$ cat src/hw/rtl/dsts_pkg.sv
`timescale 1ns / 1ps

package dsts_pkg;

	// Status of one finished sample list, passed from the accumulator to the
	// result selection.
	typedef struct packed {
		logic overflow;
		logic no_split;
	} dsts_flags_t;

endpackage

$ cat src/hw/rtl/dsts_sample_if.sv
`timescale 1ns / 1ps

interface dsts_sample_if #(
	parameter int VALUE_BITS  = 16,
	parameter int WEIGHT_BITS = 24
);
	logic                          valid;
	logic                          ready;
	logic signed [VALUE_BITS-1:0]  sample_value;
	logic                          is_positive;
	logic        [WEIGHT_BITS-1:0] sample_weight;
	logic                          last_sample;

	modport source (
		output valid, sample_value, is_positive, sample_weight, last_sample,
		input  ready
	);

	modport sink (
		input  valid, sample_value, is_positive, sample_weight, last_sample,
		output ready
	);
endinterface

$ cat src/hw/rtl/dsts_result_if.sv
`timescale 1ns / 1ps

interface dsts_result_if #(
	parameter int ERROR_BITS     = 34,
	parameter int THRESHOLD_BITS = 17
);
	logic                             valid;
	logic                             ready;
	logic        [ERROR_BITS-1:0]     least_error;
	logic signed [THRESHOLD_BITS-1:0] threshold_sum;
	logic                             below_is_positive;
	logic                             no_split;
	logic                             overflow;

	modport source (
		output valid, least_error, threshold_sum, below_is_positive, no_split, overflow,
		input  ready
	);

	modport sink (
		input  valid, least_error, threshold_sum, below_is_positive, no_split, overflow,
		output ready
	);
endinterface

$ cat src/hw/rtl/dsts_accum.sv
`timescale 1ns / 1ps

module dsts_accum
	import dsts_pkg::*;
#(
	parameter int MAX_SAMPLES = 1024,
	parameter int VALUE_BITS  = 16,
	parameter int WEIGHT_BITS = 24,
	localparam int CNT_W   = $clog2(MAX_SAMPLES + 1),
	localparam int SPLIT_W = $clog2(MAX_SAMPLES),
	localparam int SUM_W   = WEIGHT_BITS + SPLIT_W,
	localparam int DIFF_W  = SUM_W + 1,
	localparam int THR_W   = VALUE_BITS + 1
) (
	input  logic                       clk,
	input  logic                       arst_n,
	input  logic                       step,
	input  logic signed [VALUE_BITS-1:0]  value,
	input  logic                       pos,
	input  logic        [WEIGHT_BITS-1:0] weight,
	input  logic                       last,
	output logic        [SUM_W-1:0]    psum_s2,
	output logic        [SUM_W-1:0]    nsum_s2,
	output logic signed [DIFF_W-1:0]   least_d_s2,
	output logic signed [THR_W-1:0]    least_thr_s2,
	output logic        [SPLIT_W-1:0]  least_split_s2,
	output logic signed [DIFF_W-1:0]   greatest_d_s2,
	output logic signed [THR_W-1:0]    greatest_thr_s2,
	output logic        [SPLIT_W-1:0]  greatest_split_s2,
	output dsts_flags_t                flags_s2
);

	logic        [SUM_W-1:0]      psum_q, nsum_q, psum_n, nsum_n;
	logic signed [DIFF_W-1:0]     diff_q, diff_n;
	logic signed [VALUE_BITS-1:0] prev_q, prev_n;
	logic        [CNT_W-1:0]      count_q, count_n, count_m1;
	logic signed [DIFF_W-1:0]     least_d_q, least_d_n, greatest_d_q, greatest_d_n;
	logic signed [THR_W-1:0]      least_thr_q, least_thr_n, greatest_thr_q, greatest_thr_n;
	logic        [SPLIT_W-1:0]    least_split_q, least_split_n;
	logic        [SPLIT_W-1:0]    greatest_split_q, greatest_split_n;
	logic                         ovf_q, ovf_n;

	logic                         full, scoring, first, take_least, take_greatest;
	logic signed [THR_W-1:0]      thr;
	logic        [SUM_W-1:0]      wsum;
	logic signed [DIFF_W-1:0]     wdiff;

	assign full     = count_q >= CNT_W'(MAX_SAMPLES);
	assign scoring  = !full && (count_q != '0);
	assign first    = count_q == CNT_W'(1);
	assign count_m1 = count_q - CNT_W'(1);
	assign thr      = THR_W'(prev_q) + THR_W'(value);
	assign wsum     = SUM_W'(weight);
	assign wdiff    = $signed({{(DIFF_W - WEIGHT_BITS){1'b0}}, weight});

	// The running difference is kept in its own register so the split score
	// is a plain compare against the stored extremes.
	assign take_least    = scoring && (first || (diff_q < least_d_q));
	assign take_greatest = scoring && (first || (diff_q > greatest_d_q));

	always_comb begin
		psum_n           = psum_q;
		nsum_n           = nsum_q;
		diff_n           = diff_q;
		prev_n           = prev_q;
		count_n          = count_q;
		ovf_n            = ovf_q | full;
		least_d_n        = take_least ? diff_q : least_d_q;
		least_thr_n      = take_least ? thr : least_thr_q;
		least_split_n    = take_least ? count_m1[SPLIT_W-1:0] : least_split_q;
		greatest_d_n     = take_greatest ? diff_q : greatest_d_q;
		greatest_thr_n   = take_greatest ? thr : greatest_thr_q;
		greatest_split_n = take_greatest ? count_m1[SPLIT_W-1:0] : greatest_split_q;
		if (!full) begin
			if (pos) begin
				psum_n = psum_q + wsum;
				diff_n = diff_q + wdiff;
			end else begin
				nsum_n = nsum_q + wsum;
				diff_n = diff_q - wdiff;
			end
			prev_n  = value;
			count_n = count_q + CNT_W'(1);
		end
	end

	// A last sample hands its final state to the result stage and clears the
	// search for the next list.
	always_ff @(posedge clk or negedge arst_n) begin
		if (!arst_n) begin
			psum_q           <= '0;
			nsum_q           <= '0;
			diff_q           <= '0;
			prev_q           <= '0;
			count_q          <= '0;
			least_d_q        <= '0;
			least_thr_q      <= '0;
			least_split_q    <= '0;
			greatest_d_q     <= '0;
			greatest_thr_q   <= '0;
			greatest_split_q <= '0;
			ovf_q            <= 1'b0;
		end else if (step) begin
			if (last) begin
				psum_q           <= '0;
				nsum_q           <= '0;
				diff_q           <= '0;
				prev_q           <= '0;
				count_q          <= '0;
				least_d_q        <= '0;
				least_thr_q      <= '0;
				least_split_q    <= '0;
				greatest_d_q     <= '0;
				greatest_thr_q   <= '0;
				greatest_split_q <= '0;
				ovf_q            <= 1'b0;
			end else begin
				psum_q           <= psum_n;
				nsum_q           <= nsum_n;
				diff_q           <= diff_n;
				prev_q           <= prev_n;
				count_q          <= count_n;
				least_d_q        <= least_d_n;
				least_thr_q      <= least_thr_n;
				least_split_q    <= least_split_n;
				greatest_d_q     <= greatest_d_n;
				greatest_thr_q   <= greatest_thr_n;
				greatest_split_q <= greatest_split_n;
				ovf_q            <= ovf_n;
			end
		end
	end

	always_ff @(posedge clk) begin
		if (step && last) begin
			psum_s2           <= psum_n;
			nsum_s2           <= nsum_n;
			least_d_s2        <= least_d_n;
			least_thr_s2      <= least_thr_n;
			least_split_s2    <= least_split_n;
			greatest_d_s2     <= greatest_d_n;
			greatest_thr_s2   <= greatest_thr_n;
			greatest_split_s2 <= greatest_split_n;
			flags_s2.overflow <= ovf_n;
			flags_s2.no_split <= count_n < CNT_W'(2);
		end
	end

endmodule

$ cat src/hw/rtl/dsts_select.sv
`timescale 1ns / 1ps

module dsts_select
	import dsts_pkg::*;
#(
	parameter int SUM_W   = 34,
	parameter int SPLIT_W = 10,
	parameter int THR_W   = 17,
	localparam int DIFF_W = SUM_W + 1
) (
	input  logic        [SUM_W-1:0]   psum,
	input  logic        [SUM_W-1:0]   nsum,
	input  logic signed [DIFF_W-1:0]  least_d,
	input  logic signed [THR_W-1:0]   least_thr,
	input  logic        [SPLIT_W-1:0] least_split,
	input  logic signed [DIFF_W-1:0]  greatest_d,
	input  logic signed [THR_W-1:0]   greatest_thr,
	input  logic        [SPLIT_W-1:0] greatest_split,
	input  dsts_flags_t               flags,
	output logic        [SUM_W-1:0]   least_error,
	output logic signed [THR_W-1:0]   threshold_sum,
	output logic                      below_is_positive,
	output logic                      no_split,
	output logic                      overflow
);

	logic signed [DIFF_W-1:0] err_above, err_below, err;
	logic                     below;

	assign err_above = $signed({1'b0, nsum}) + least_d;
	assign err_below = $signed({1'b0, psum}) - greatest_d;

	// Equal errors favor the earlier split, then the above-is-positive sense.
	assign below = (err_below < err_above) ||
	               ((err_below == err_above) && (greatest_split < least_split));
	assign err   = below ? err_below : err_above;

	always_comb begin
		least_error       = '0;
		threshold_sum     = '0;
		below_is_positive = 1'b0;
		no_split          = 1'b0;
		overflow          = 1'b0;
		if (flags.overflow) begin
			overflow = 1'b1;
		end else if (flags.no_split) begin
			no_split = 1'b1;
		end else begin
			least_error       = err[SUM_W-1:0];
			threshold_sum     = below ? greatest_thr : least_thr;
			below_is_positive = below;
		end
	end

endmodule

$ cat src/hw/rtl/decision_stump_threshold_search.sv
`timescale 1ns / 1ps
// Weighted decision stump threshold search over one feature.
// The samples channel delivers one request per sample, in ascending order of
// sample_value, each with its label, its boosting weight and a last_sample
// mark that closes the list. The result channel delivers one request per
// list: the least weighted error, the sum of the two values around the best
// split (twice the split point), the polarity, and the no_split and overflow
// flags. Nothing is returned for samples that are not marked last.
// Throughput is one sample per cycle while no last sample is held off: each
// sample updates the running sums and is checked with two compares against
// the running extremes, held in the accumulator registers. The result of a
// last sample passes from the input register through the final snapshot to
// the result register. A new list may start in the cycle after a last sample.
// When the receiver stalls, the finished result waits in the output register
// and samples keep flowing; a second finished list waits in the snapshot
// stage, and only a third last sample is held off until one is taken.
// Reset clears the running sums, counts and valid bits, so the block starts
// empty and begins a fresh list with the first sample after reset.
module decision_stump_threshold_search
	import dsts_pkg::*;
#(
	parameter int MAX_SAMPLES = 1024,
	parameter int VALUE_BITS  = 16,
	parameter int WEIGHT_BITS = 24
) (
	input  logic         clk,
	input  logic         arst_n,
	dsts_sample_if.sink  samples,
	dsts_result_if.source result
);

	localparam int SPLIT_W = $clog2(MAX_SAMPLES);
	localparam int SUM_W   = WEIGHT_BITS + SPLIT_W;
	localparam int DIFF_W  = SUM_W + 1;
	localparam int THR_W   = VALUE_BITS + 1;

	// Input register.
	logic                          valid_s1;
	logic signed [VALUE_BITS-1:0]  value_s1;
	logic                          pos_s1;
	logic        [WEIGHT_BITS-1:0] weight_s1;
	logic                          last_s1;

	// Final snapshot of a list, waiting for the result register.
	logic                          valid_s2;
	logic        [SUM_W-1:0]       psum_s2, nsum_s2;
	logic signed [DIFF_W-1:0]      least_d_s2, greatest_d_s2;
	logic signed [THR_W-1:0]       least_thr_s2, greatest_thr_s2;
	logic        [SPLIT_W-1:0]     least_split_s2, greatest_split_s2;
	dsts_flags_t                   flags_s2;

	// Result register.
	logic                          out_valid_q;
	logic        [SUM_W-1:0]       least_error_q;
	logic signed [THR_W-1:0]       threshold_sum_q;
	logic                          below_is_positive_q;
	logic                          no_split_q;
	logic                          overflow_q;

	logic                          accept, go_s1, go_s2, free_s2;
	logic        [SUM_W-1:0]       sel_error;
	logic signed [THR_W-1:0]       sel_threshold;
	logic                          sel_below, sel_no_split, sel_overflow;

	// The snapshot moves on when the result register is empty or being read.
	// A sample leaves the input register every cycle unless it closes a list
	// and the snapshot stage cannot take it.
	assign go_s2   = valid_s2 && (!out_valid_q || result.ready);
	assign free_s2 = !valid_s2 || go_s2;
	assign go_s1   = valid_s1 && (!last_s1 || free_s2);

	// The input register takes a new sample whenever it is empty or its
	// sample moves on in this cycle. Ready drops only when a last sample
	// waits there while both downstream stages are full and the receiver
	// holds off.
	assign samples.ready = !valid_s1 || go_s1;
	assign accept        = samples.valid && samples.ready;

	always_ff @(posedge clk or negedge arst_n) begin
		if (!arst_n) begin
			valid_s1 <= 1'b0;
		end else if (accept) begin
			valid_s1 <= 1'b1;
		end else if (go_s1) begin
			valid_s1 <= 1'b0;
		end
	end

	always_ff @(posedge clk) begin
		if (accept) begin
			value_s1  <= samples.sample_value;
			pos_s1    <= samples.is_positive;
			weight_s1 <= samples.sample_weight;
			last_s1   <= samples.last_sample;
		end
	end

	dsts_accum #(
		.MAX_SAMPLES (MAX_SAMPLES),
		.VALUE_BITS  (VALUE_BITS),
		.WEIGHT_BITS (WEIGHT_BITS)
	) u_accum (
		.clk               (clk),
		.arst_n            (arst_n),
		.step              (go_s1),
		.value             (value_s1),
		.pos               (pos_s1),
		.weight            (weight_s1),
		.last              (last_s1),
		.psum_s2           (psum_s2),
		.nsum_s2           (nsum_s2),
		.least_d_s2        (least_d_s2),
		.least_thr_s2      (least_thr_s2),
		.least_split_s2    (least_split_s2),
		.greatest_d_s2     (greatest_d_s2),
		.greatest_thr_s2   (greatest_thr_s2),
		.greatest_split_s2 (greatest_split_s2),
		.flags_s2          (flags_s2)
	);

	always_ff @(posedge clk or negedge arst_n) begin
		if (!arst_n) begin
			valid_s2 <= 1'b0;
		end else if (go_s1 && last_s1) begin
			valid_s2 <= 1'b1;
		end else if (go_s2) begin
			valid_s2 <= 1'b0;
		end
	end

	// Both polarities are scored from the snapshot and the better one is kept.
	dsts_select #(
		.SUM_W   (SUM_W),
		.SPLIT_W (SPLIT_W),
		.THR_W   (THR_W)
	) u_select (
		.psum              (psum_s2),
		.nsum              (nsum_s2),
		.least_d           (least_d_s2),
		.least_thr         (least_thr_s2),
		.least_split       (least_split_s2),
		.greatest_d        (greatest_d_s2),
		.greatest_thr      (greatest_thr_s2),
		.greatest_split    (greatest_split_s2),
		.flags             (flags_s2),
		.least_error       (sel_error),
		.threshold_sum     (sel_threshold),
		.below_is_positive (sel_below),
		.no_split          (sel_no_split),
		.overflow          (sel_overflow)
	);

	always_ff @(posedge clk or negedge arst_n) begin
		if (!arst_n) begin
			out_valid_q <= 1'b0;
		end else if (go_s2) begin
			out_valid_q <= 1'b1;
		end else if (result.ready) begin
			out_valid_q <= 1'b0;
		end
	end

	always_ff @(posedge clk) begin
		if (go_s2) begin
			least_error_q       <= sel_error;
			threshold_sum_q     <= sel_threshold;
			below_is_positive_q <= sel_below;
			no_split_q          <= sel_no_split;
			overflow_q          <= sel_overflow;
		end
	end

	assign result.valid             = out_valid_q;
	assign result.least_error       = least_error_q;
	assign result.threshold_sum     = threshold_sum_q;
	assign result.below_is_positive = below_is_positive_q;
	assign result.no_split          = no_split_q;
	assign result.overflow          = overflow_q;

endmodule
$ cat src/flat_wrapper.sv
// flat-port wrapper written by rule: the top's interface ports become plain ports
module decision_stump_threshold_search_flat import dsts_pkg::*;
#(
	parameter int MAX_SAMPLES = 1024,
	parameter int VALUE_BITS  = 16,
	parameter int WEIGHT_BITS = 24
)
  (clk, arst_n, samples_valid, samples_sample_value, samples_is_positive, samples_sample_weight, samples_last_sample, samples_ready, result_valid, result_least_error, result_threshold_sum, result_below_is_positive, result_no_split, result_overflow, result_ready);
  dsts_sample_if #(.VALUE_BITS(VALUE_BITS), .WEIGHT_BITS(WEIGHT_BITS)) samples_i ();
  dsts_result_if result_i ();
  input  logic clk;
  input  logic arst_n;
  input wire logic [$bits(samples_i.valid)-1:0] samples_valid;
  input wire logic [$bits(samples_i.sample_value)-1:0] samples_sample_value;
  input wire logic [$bits(samples_i.is_positive)-1:0] samples_is_positive;
  input wire logic [$bits(samples_i.sample_weight)-1:0] samples_sample_weight;
  input wire logic [$bits(samples_i.last_sample)-1:0] samples_last_sample;
  output wire logic [$bits(samples_i.ready)-1:0] samples_ready;
  output wire logic [$bits(result_i.valid)-1:0] result_valid;
  output wire logic [$bits(result_i.least_error)-1:0] result_least_error;
  output wire logic [$bits(result_i.threshold_sum)-1:0] result_threshold_sum;
  output wire logic [$bits(result_i.below_is_positive)-1:0] result_below_is_positive;
  output wire logic [$bits(result_i.no_split)-1:0] result_no_split;
  output wire logic [$bits(result_i.overflow)-1:0] result_overflow;
  input wire logic [$bits(result_i.ready)-1:0] result_ready;
  assign samples_i.valid = samples_valid;
  assign samples_i.sample_value = samples_sample_value;
  assign samples_i.is_positive = samples_is_positive;
  assign samples_i.sample_weight = samples_sample_weight;
  assign samples_i.last_sample = samples_last_sample;
  assign samples_ready = samples_i.ready;
  assign result_valid = result_i.valid;
  assign result_least_error = result_i.least_error;
  assign result_threshold_sum = result_i.threshold_sum;
  assign result_below_is_positive = result_i.below_is_positive;
  assign result_no_split = result_i.no_split;
  assign result_overflow = result_i.overflow;
  assign result_i.ready = result_ready;
  decision_stump_threshold_search #(.MAX_SAMPLES(MAX_SAMPLES), .VALUE_BITS(VALUE_BITS), .WEIGHT_BITS(WEIGHT_BITS)) u_core (.clk(clk), .arst_n(arst_n), .samples(samples_i), .result(result_i));
endmodule
$ cat config.mk
export PLATFORM = sky130hd
export DESIGN_NAME = decision_stump_threshold_search_flat
export DESIGN_NICKNAME = d
export VERILOG_FILES = /design/src/hw/rtl/dsts_pkg.sv /design/src/hw/rtl/dsts_sample_if.sv /design/src/hw/rtl/dsts_result_if.sv /design/src/hw/rtl/dsts_accum.sv /design/src/hw/rtl/dsts_select.sv /design/src/hw/rtl/decision_stump_threshold_search.sv /design/src/flat_wrapper.sv
export SDC_FILE = /design/constraint.sdc
export NUM_CORES = 1
export LEC_CHECK = 0
export BUFFER_PORTS_ARGS = -buffer_cell sky130_fd_sc_hd__buf_2
export CAP_MARGIN = 0
export CORE_MARGIN = 2
export CORE_UTILIZATION = 48
export DETAILED_ROUTE_END_ITERATION = 6
export GPL_TIMING_DRIVEN = 0
export PLACE_DENSITY = 0.66
export SLEW_MARGIN = 25
export SYNTH_ARGS = -nofsm -noshare
export SYNTH_HDL_FRONTEND = slang
export SYNTH_SLANG_ARGS = --single-unit
export TNS_END_PERCENT = 50
$ cat constraint.sdc
create_clock -name clk -period 24.4 [get_ports clk]
set_input_delay 1.22 -clock clk [delete_from_list [all_inputs] [get_ports clk]]
set_output_delay 1.22 -clock clk [all_outputs]
set_load 0.02 [all_outputs]
==> results, run 1 <==
- The completed layout was analyzed and its total power is 4.52 mW.
- On the worst path, the slowest cell contributes a delay of 0.79 ns.
- Once the floorplan was initialized, standard cells occupied 48.6% of the core.
- The critical path's most frequent cell is sky130_fd_sc_hd__o21ai_0.
- The critical path class is flop to flop.
- The number of antenna violations at the first check in global routing is 3.
- The sequential-to-total area share from yosys stat is 46.4%.
- The type of the tightest min-delay check is primary input to async pin.
- In this run the biggest area consumer among cell types represents 26.7% of the synthesized area.
- The synthesis-to-layout area growth is 12.5%.
- The die is 265 µm wide.
- The CTS tree is yes.
- The number of enable flip-flop cells after synthesis is 290.
- The clock-pin slew of the registers on the worst-case setup and hold paths is 0.06 ns.
- The total negative slack is 0 ns.
- The all-layer global routing usage is 27.3%.
- The ratio of cells with drive above 1 in the final layout is 11.1%.
- Setup repair after global routing left no endpoint under its margin.
- Max-cap violations in this run came to 0.
- The Yosys step of the flow raised 0 warnings.
- The endpoint identified for the worst register-to-register timing path is u_core.result.least_error[3].
- At the worst endpoint, the arrival time is 7.65 ns.
- The final layout contains routed wiring with a total length of 95700 µm.
- The run finished with clean final reports.
- Using the TritonRoute via totals, the vias-per-cell ratio works out to 6.09.
- In this run, post-CTS repair resized a total of 0 instances.
- The slowest cell on the critical path is sky130_fd_sc_hd__a21boi_2.
- The total I/O pin count is 102.
- The fraction of registers with async set or reset after synthesis is 47.1%.
- The aggregate global routing overflow is 0.
- The final number of max-transition violations is 0.
- The hold violation count in the final report is 0.
- The dominant register cell in the synthesized netlist is sky130_fd_sc_hd__edfxtp_1.
- The most frequent cell after synthesis is sky130_fd_sc_hd__edfxtp_1.
- In this run the static leakage power is 16.2 nW.
- The transition time of the tightest slew-check pin is 1.13 ns.
- In this run the power density over the cells is 123 mW/mm².
- Entering global routing, the biggest net connects 83 pins.
- The maximum clock frequency is 139 MHz.
- The mapped netlist covers 0.0327 mm².
- The post-synth net total is 3423.
- The final number of setup-violating endpoints is 0.
- The startpoint identified for the worst register-to-register timing path is u_core.u_accum.least_d_s2[0].
- Counting along the longest clock path gives a buffer depth of 3.
- Buffers added to address setup during post-CTS repair amount to 0.
- The number of cells on the worst reg-to-reg path is 20.
- After the last flow step, the layout net total stands at 3605.
- The count of mapped cells out of synthesis is 3088.
- The number of buffers inserted during clock tree synthesis is 60.
- The number of port buffers is 101.
- The synthesized netlist contains 72 unique library cells.
- Dividing the final minimum period by the clock period gives 29.6%.
- The H-tree generated during clock tree synthesis spans 2 levels.
- Synthesis inferred 548 register bits.
- The routed design could run at a clock period as short as 7.21 ns.
- The kind of start point of the critical path is a flop.
- The critical path's top delay family is compound AO/OA/AOI/OAI gates.
- The biggest area consumer among synthesized cells is sky130_fd_sc_hd__edfxtp_1.
- In this run the vertical extent of the chip is 265 µm.
- The detailed-routing iteration count for the pre-antenna-repair pass is 6.
- Across all layers, the routed design uses 25543 vias.
- The first global-routing pass estimated 148000 µm of wire.
- Clock skew on the completed layout was measured at 0.0191 ns.
- The commonest cells after synthesis are sky130_fd_sc_hd__edfxtp_1 (290), sky130_fd_sc_hd__ha_1 (283), sky130_fd_sc_hd__nand2_1 (274).
- The count of clock tree sinks is 548.
- The number of buffers and inverters on the critical path is 1.
- The core region is 0.0673 mm².
- The endpoint type of the worst setup path is a flop.
- The post-synthesis average cell area is 10.6 µm².
- The cell total after placement is 4081.
- Yosys attributes the largest share of cell area to sky130_fd_sc_hd__edfxtp_1 (27%), sky130_fd_sc_hd__dfrtp_1 (20%), sky130_fd_sc_hd__ha_1 (11%).
- VDD sags by at most 65.7 µV.
- The buffer cell driving the clock tree root is sky130_fd_sc_hd__clkbuf_16.
- After detailed routing, the average wire length per cell comes to 22.8 µm.
- The setup slack on the worst flop-to-flop path is 17.19 ns.
- The required time at the endpoint of the critical path is 24.84 ns.
- The critical path goes through ha_1 > fa_1 > a21o_1 > a21oi_1 > o21bai_1 > o211ai_1 > and2_1 > xnor2_1 > ha_1 > nand4_1 > nor2_1 > o21ai_0 > o2111ai_1 > a211oi_1 > o21ai_0 > xnor2_1 > a21boi_2 > clkbuf_1 > nand2_1 > o21ai_0.
- Along the worst path, the maximum fanout reaches 10.
- The number of non-filler instances in the completed layout is 4196.
- The floorplan has 95 rows.
- The final antenna-violating net count is 0.
- The global placement routability congestion is 0.915.
- For this run, design rule violations remaining after detail routing come to 0.
- The worst pin sits at a relative slew slack of 22.6%.
- The die covers 0.0702 mm².
- The iteration-0 DRC count of the detailed router is 2296.
- At the later pin of the worst-skew pair, clock insertion delay measures 0.65 ns.
- For this design, the CTS-stage hold fixing added 0 buffers.
- The detailed placement HPWL is 71200 µm.
- The number of global-route vias before repair is 25096.
==> stage by stage <==
| step | utilization (%) | hold WS (ns) | setup WS (ns) | cell area (µm²) |
|---|---|---|---|---|
| after floorplan | - | 0.450 | 13.84 | 32700 |
| after global placement | 50.9 | 0.462 | 8.88 | 34300 |
| after detailed placement | 51.7 | 0.462 | 17.38 | 34800 |
| after CTS | 54.6 | 0.462 | 17.33 | 36800 |
| after global routing | 54.6 | 0.482 | 16.86 | 36800 |
| final | 54.6 | 0.449 | 17.19 | 36800 |
==> area by class of cell <==
cell class / instances / area (µm²)
multi-input combinational: 2256 / 16500
antenna: 1 / 2.50
buffer: 117 / 465
timing repair buffer: 120 / 963
inverter: 167 / 627
tap: 873 / 1090
clock buffer: 80 / 1690
fill: 5838 / 30500
sequential: 548 / 15200
clock inverter: 34 / 298
==> cell families after synthesis <==
group	Yosys count	share of synthesized area, %
compound gates	953	19.8
mux	112	3.85
buf+inv	284	3.32
simple gates	713	10.3
fa+ha+maj	289	11.2
xor+xnor	189	5.07
flops	548	46.4
==> worst max path at each step <==
stage                                            start                               to  slack, ns  depth (start not counted)
final                     u_core.u_accum.least_d_s2[0]     u_core.result.least_error[3]      17.19                         20
after global routing         u_core.u_accum.psum_s2[0]  u_core.result.threshold_sum[13]      16.86                         23
after CTS                    u_core.u_accum.psum_s2[0]  u_core.result.threshold_sum[13]      17.33                         23
after detailed placement     u_core.u_accum.psum_s2[0]   u_core.result.threshold_sum[9]      17.38                         23
after global placement                    result_ready       u_core.u_accum.flags_s2[0]       8.88                          6
after floorplan                           result_ready       u_core.u_accum.flags_s2[0]      13.84                          5
==> layer usage <==
layer	GRT usage [%]	vias up	routed length (µm)
met2	43.2	911	43700
li1	-	11867	-
met1	37.3	12568	41500
met3	4.82	197	6540
met4	10.7	0	3980
met5	0	-	0
==> placed cells by master (no fill, tap or decap), types with 19 or more instances in the layout <==
cell type,instances
sky130_fd_sc_hd__edfxtp_1,290
sky130_fd_sc_hd__ha_1,283
sky130_fd_sc_hd__nand2_1,274
sky130_fd_sc_hd__dfrtp_1,258
sky130_fd_sc_hd__o21ai_0,220
sky130_fd_sc_hd__a22o_1,180
sky130_fd_sc_hd__a21oi_1,176
sky130_fd_sc_hd__inv_1,167
sky130_fd_sc_hd__a21o_1,142
sky130_fd_sc_hd__nor2_1,135
sky130_fd_sc_hd__xnor2_1,113
sky130_fd_sc_hd__buf_2,112
sky130_fd_sc_hd__mux2_2,109
sky130_fd_sc_hd__clkbuf_1,106
sky130_fd_sc_hd__xor2_1,76
sky130_fd_sc_hd__clkbuf_16,63
sky130_fd_sc_hd__nand3_1,50
sky130_fd_sc_hd__nand4_1,48
sky130_fd_sc_hd__a31oi_1,36
sky130_fd_sc_hd__nor3_1,35
sky130_fd_sc_hd__and3_1,33
sky130_fd_sc_hd__nor2b_1,32
sky130_fd_sc_hd__nand2b_1,31
sky130_fd_sc_hd__o21a_1,27
sky130_fd_sc_hd__o21bai_1,24
sky130_fd_sc_hd__o31ai_1,21
sky130_fd_sc_hd__a211oi_1,20
sky130_fd_sc_hd__o211ai_1,19
==> sequential cells by signal, indices dropped and copies added, names as in the netlist, 24 cells and up <==
name                          count
u_core.result.least_error        34
u_core.u_accum.diff_q            35
u_core.u_accum.greatest_d_q      35
u_core.u_accum.greatest_d_s2     35
u_core.u_accum.least_d_q         35
u_core.u_accum.least_d_s2        35
u_core.u_accum.nsum_q            34
u_core.u_accum.nsum_s2           34
u_core.u_accum.psum_q            34
u_core.u_accum.psum_s2           34
u_core.weight_s1                 24
==> power breakdown <==
part | leakage (nW) | switching [mW] | internal [mW]
clock | 0.974 | 0.397 | 0.529
combinational | 8.94 | 1.26 | 0.859
sequential | 6.33 | 0.185 | 1.29
total | 16.2 | 1.84 | 2.68
==> worst register-to-register path: cells and delay by family, from the launching register on <==
kind,cells,cell delay [ns]
AND/OR/NAND/NOR,4,1.22
adder cells (fa/ha/maj),3,0.96
flip-flops,1,0.39
XOR/XNOR,2,0.36
buffers and inverters,1,0.70
AO/OA/AOI/OAI,10,3.37
(Power assumes the default switching activity.)
==> run 2, diff against run 1 <==
- PLACE_DENSITY: 0.66 -> 0.69
- clock period: 24.4 -> 6.05 ns (I/O delays scaled with it)
==> results, run 2 (synthesized netlist as in run 1, its figures left out) <==
- The die boundary height is 265 µm.
- The library cells used most frequently in the layout, excluding fill and tap cells, are sky130_fd_sc_hd__edfxtp_1 (290), sky130_fd_sc_hd__ha_1 (283), sky130_fd_sc_hd__nand2_1 (274).
- The clock-pin slew of the registers on the worst-case setup and hold paths is 0.06 ns.
- The detailed-routing iteration count for the pre-antenna-repair pass is 5.
- The worst register-to-register path begins at u_core.u_accum.greatest_d_s2[0].
- The commonest non-fill, non-tap cell in the layout is sky130_fd_sc_hd__edfxtp_1.
- Power spread over the standard cell area amounts to 494 mW/mm².
- The worst setup path is of the flop to flop kind.
- The area growth from synthesis to layout is 14.3%.
- The number of stages on the worst hold path is 3.
- At the worst endpoint, the required time is 6.43 ns.
- The width of the die is 265 µm.
- Setup repair after global routing left no endpoint under its margin.
- In this run the count of I/O pins placed on the die edge is 102.
- The kind of start point of the critical path is a flop.
- The global placement routability congestion is 0.963.
- Once the floorplan was initialized, standard cells occupied 48.6% of the core.
- The multi-input combinational cell area is 0.0166 mm².
- The number of port buffers is 101.
- The maximum clock path buffer count is 3.
- The pin count of the biggest net entering global routing is 80.
- Row generation in the floorplan step produced 95 rows.
- The period utilization is 95.7%.
- The worst stage delay on the critical path is 0.45 ns.
- Across the VDD grid, the largest voltage drop is 292 µV.
- For the worst setup path, the data arrival time is 6.17 ns.
- Registers take 0.0152 mm².
- Between clock sinks in the finished design, the worst skew comes to 0.0277 ns.
- STA classifies the critical path endpoint as a flop.
- The count of nets left with antenna violations once routing finished came out at 0.
- Counting every sink on the clock net gives 548.
- The routed via count divided by cell count is 6.00.
- The net count of the finished layout is 3653.
- The worst-path maximum fanout is 10.
- Setup violations remaining at the end of the flow were counted as 0.
- In this run the number of H-tree levels came out at 2.
- Fill cells in the final layout number 5792.
- The number of global-route vias before repair is 23901.
- The setup slack on the worst flop-to-flop path is 0.26 ns.
- In the final layout, the share of cells above drive strength 1 is 11.5%.
- The transition time of the tightest slew-check pin is 1.18 ns.
- Global routing used 26.1% of the available tracks across all layers.
- The area of the core is 0.0673 mm².
- The hold violation count in the final report is 0.
- The number of antenna violations at the first check in global routing is 1.
- The slowest cell on the critical path is sky130_fd_sc_hd__o31ai_4.
- TritonCTS built the clock tree.
- After detailed routing, the number of remaining DRC violations is 0.
- The minimum hold slack is 0.0760 ns.
- The clock reaches the later pin of the worst-skew pair after 0.64 ns.
- The repair_antennas step left the layout with diodes totalling 0.
- The final number of max-transition violations was 0.
- The run finished with clean final reports.
- The endpoint identified for the worst register-to-register timing path is u_core.result.threshold_sum[5].
- In this run the worst hold path is classified as primary input to flop.
- Dividing the detail-routed wire length by the instance count gives 21.8 µm.
- The first global-routing pass estimated 142000 µm of wire.
- Summing over every cut layer, the via total after detailed routing is 25443.
- Summed over all nets, the half-perimeter wirelength after detailed placement is 68100 µm.
- The aggregate global routing overflow is 0.
- The hold path startpoint is result_ready.
- The worst hold path terminates at u_core.valid_s2.
- Based on the critical path, the design can be clocked at up to 173 MHz.
- The final layout contains routed wiring with a total length of 92700 µm.
- The max-capacitance violation count is 0.
- The number of buffers inserted during clock tree synthesis is 60.
- In this run the tightest slew margin relative to its limit is 19.2%.
- The shortest period the worst path allows is 5.79 ns.
- In this run, the number of DRC markers left after iteration 0 of detailed routing was 2312.
- The buffer cell driving the clock tree root is sky130_fd_sc_hd__clkbuf_16.
- The completed layout was analyzed and its total power is 18.5 mW.
- The worst reg-to-reg path cell count is 25.
- The die covers 0.0702 mm².
- The leakage dissipation is 16.5 nW.
## run 2: stage by stage
stage | utilization (%) | instance area (µm²) | worst slack (ns) | std cells | setup TNS [ns]
4_1_cts | 55.4 | 37300 | 0.0581 | 4239 | 0
6_report | 55.5 | 37400 | 0.260 | 4243 | 0
3_5_place_dp | 51.6 | 34700 | -1.31 | 4079 | -57.62
5_1_grt | 55.5 | 37400 | 0.0201 | 4243 | 0
2_1_floorplan | - | 32700 | 1.01 | 3088 | 0
3_3_place_gp | 51.0 | 34300 | -1.52 | 4062 | -349.69
## run 2: area by class of cell
type | instances | share of cell area (%)
tap | 873 | 2.92
multi-input combinational | 2256 | 44.3
sequential | 548 | 40.6
inverter | 167 | 1.68
clock buffer | 86 | 4.44
clock inverter | 28 | 0.935
buffer | 116 | 1.30
timing repair buffer | 169 | 3.79
## run 2: report_power, final
group | total (mW) | switching, mW | internal, mW
registers | 5.94 | 0.750 | 5.19
logic | 8.72 | 5.11 | 3.61
clock network | 3.81 | 1.57 | 2.24
total | 18.5 | 7.42 | 11.0
## run 2: worst max-delay path by stage
stage / slack [ns] / to / start / depth (start not counted)
3_5_place_dp: -1.31 / u_core.result.threshold_sum[10] / u_core.u_accum.greatest_d_s2[0] / 24
3_3_place_gp: -1.52 / u_core.result.least_error[3] / u_core.u_accum.greatest_d_s2[0] / 24
6_report: 0.26 / u_core.result.threshold_sum[5] / u_core.u_accum.greatest_d_s2[0] / 25
5_1_grt: 0.02 / u_core.result.threshold_sum[2] / u_core.u_accum.psum_s2[0] / 24
2_1_floorplan: 1.01 / u_core.result.threshold_sum[10] / u_core.u_accum.psum_s2[0] / 23
4_1_cts: 0.06 / u_core.result.least_error[25] / u_core.u_accum.psum_s2[0] / 23
## run 2: what timing repair did
action                                  CTS  global route
endpoints found under the setup margin   52            52
endpoints found under the hold margin   224             0
buffers inserted                          3             4
hold buffers                             44             0
gates resized for setup                  26            28
pin swaps                                 3             5
## run 2: critical path: cells and delay by family, from the launching register on
kind / cells / cell delay (ns)
buf+inv: 4 / 0.66
xor+xnor: 2 / 0.43
compound gates: 16 / 3.27
flops: 1 / 0.38
fa+ha+maj: 3 / 0.76
## run 2: per-layer routing
metal	vias up	part of all wire (%)	GRT usage (%)
met5	-	0.014	0
met4	2	3.6	9.10
met1	12487	45	37.1
met3	182	5.9	3.14
li1	11973	-	-
met2	799	46	41.3
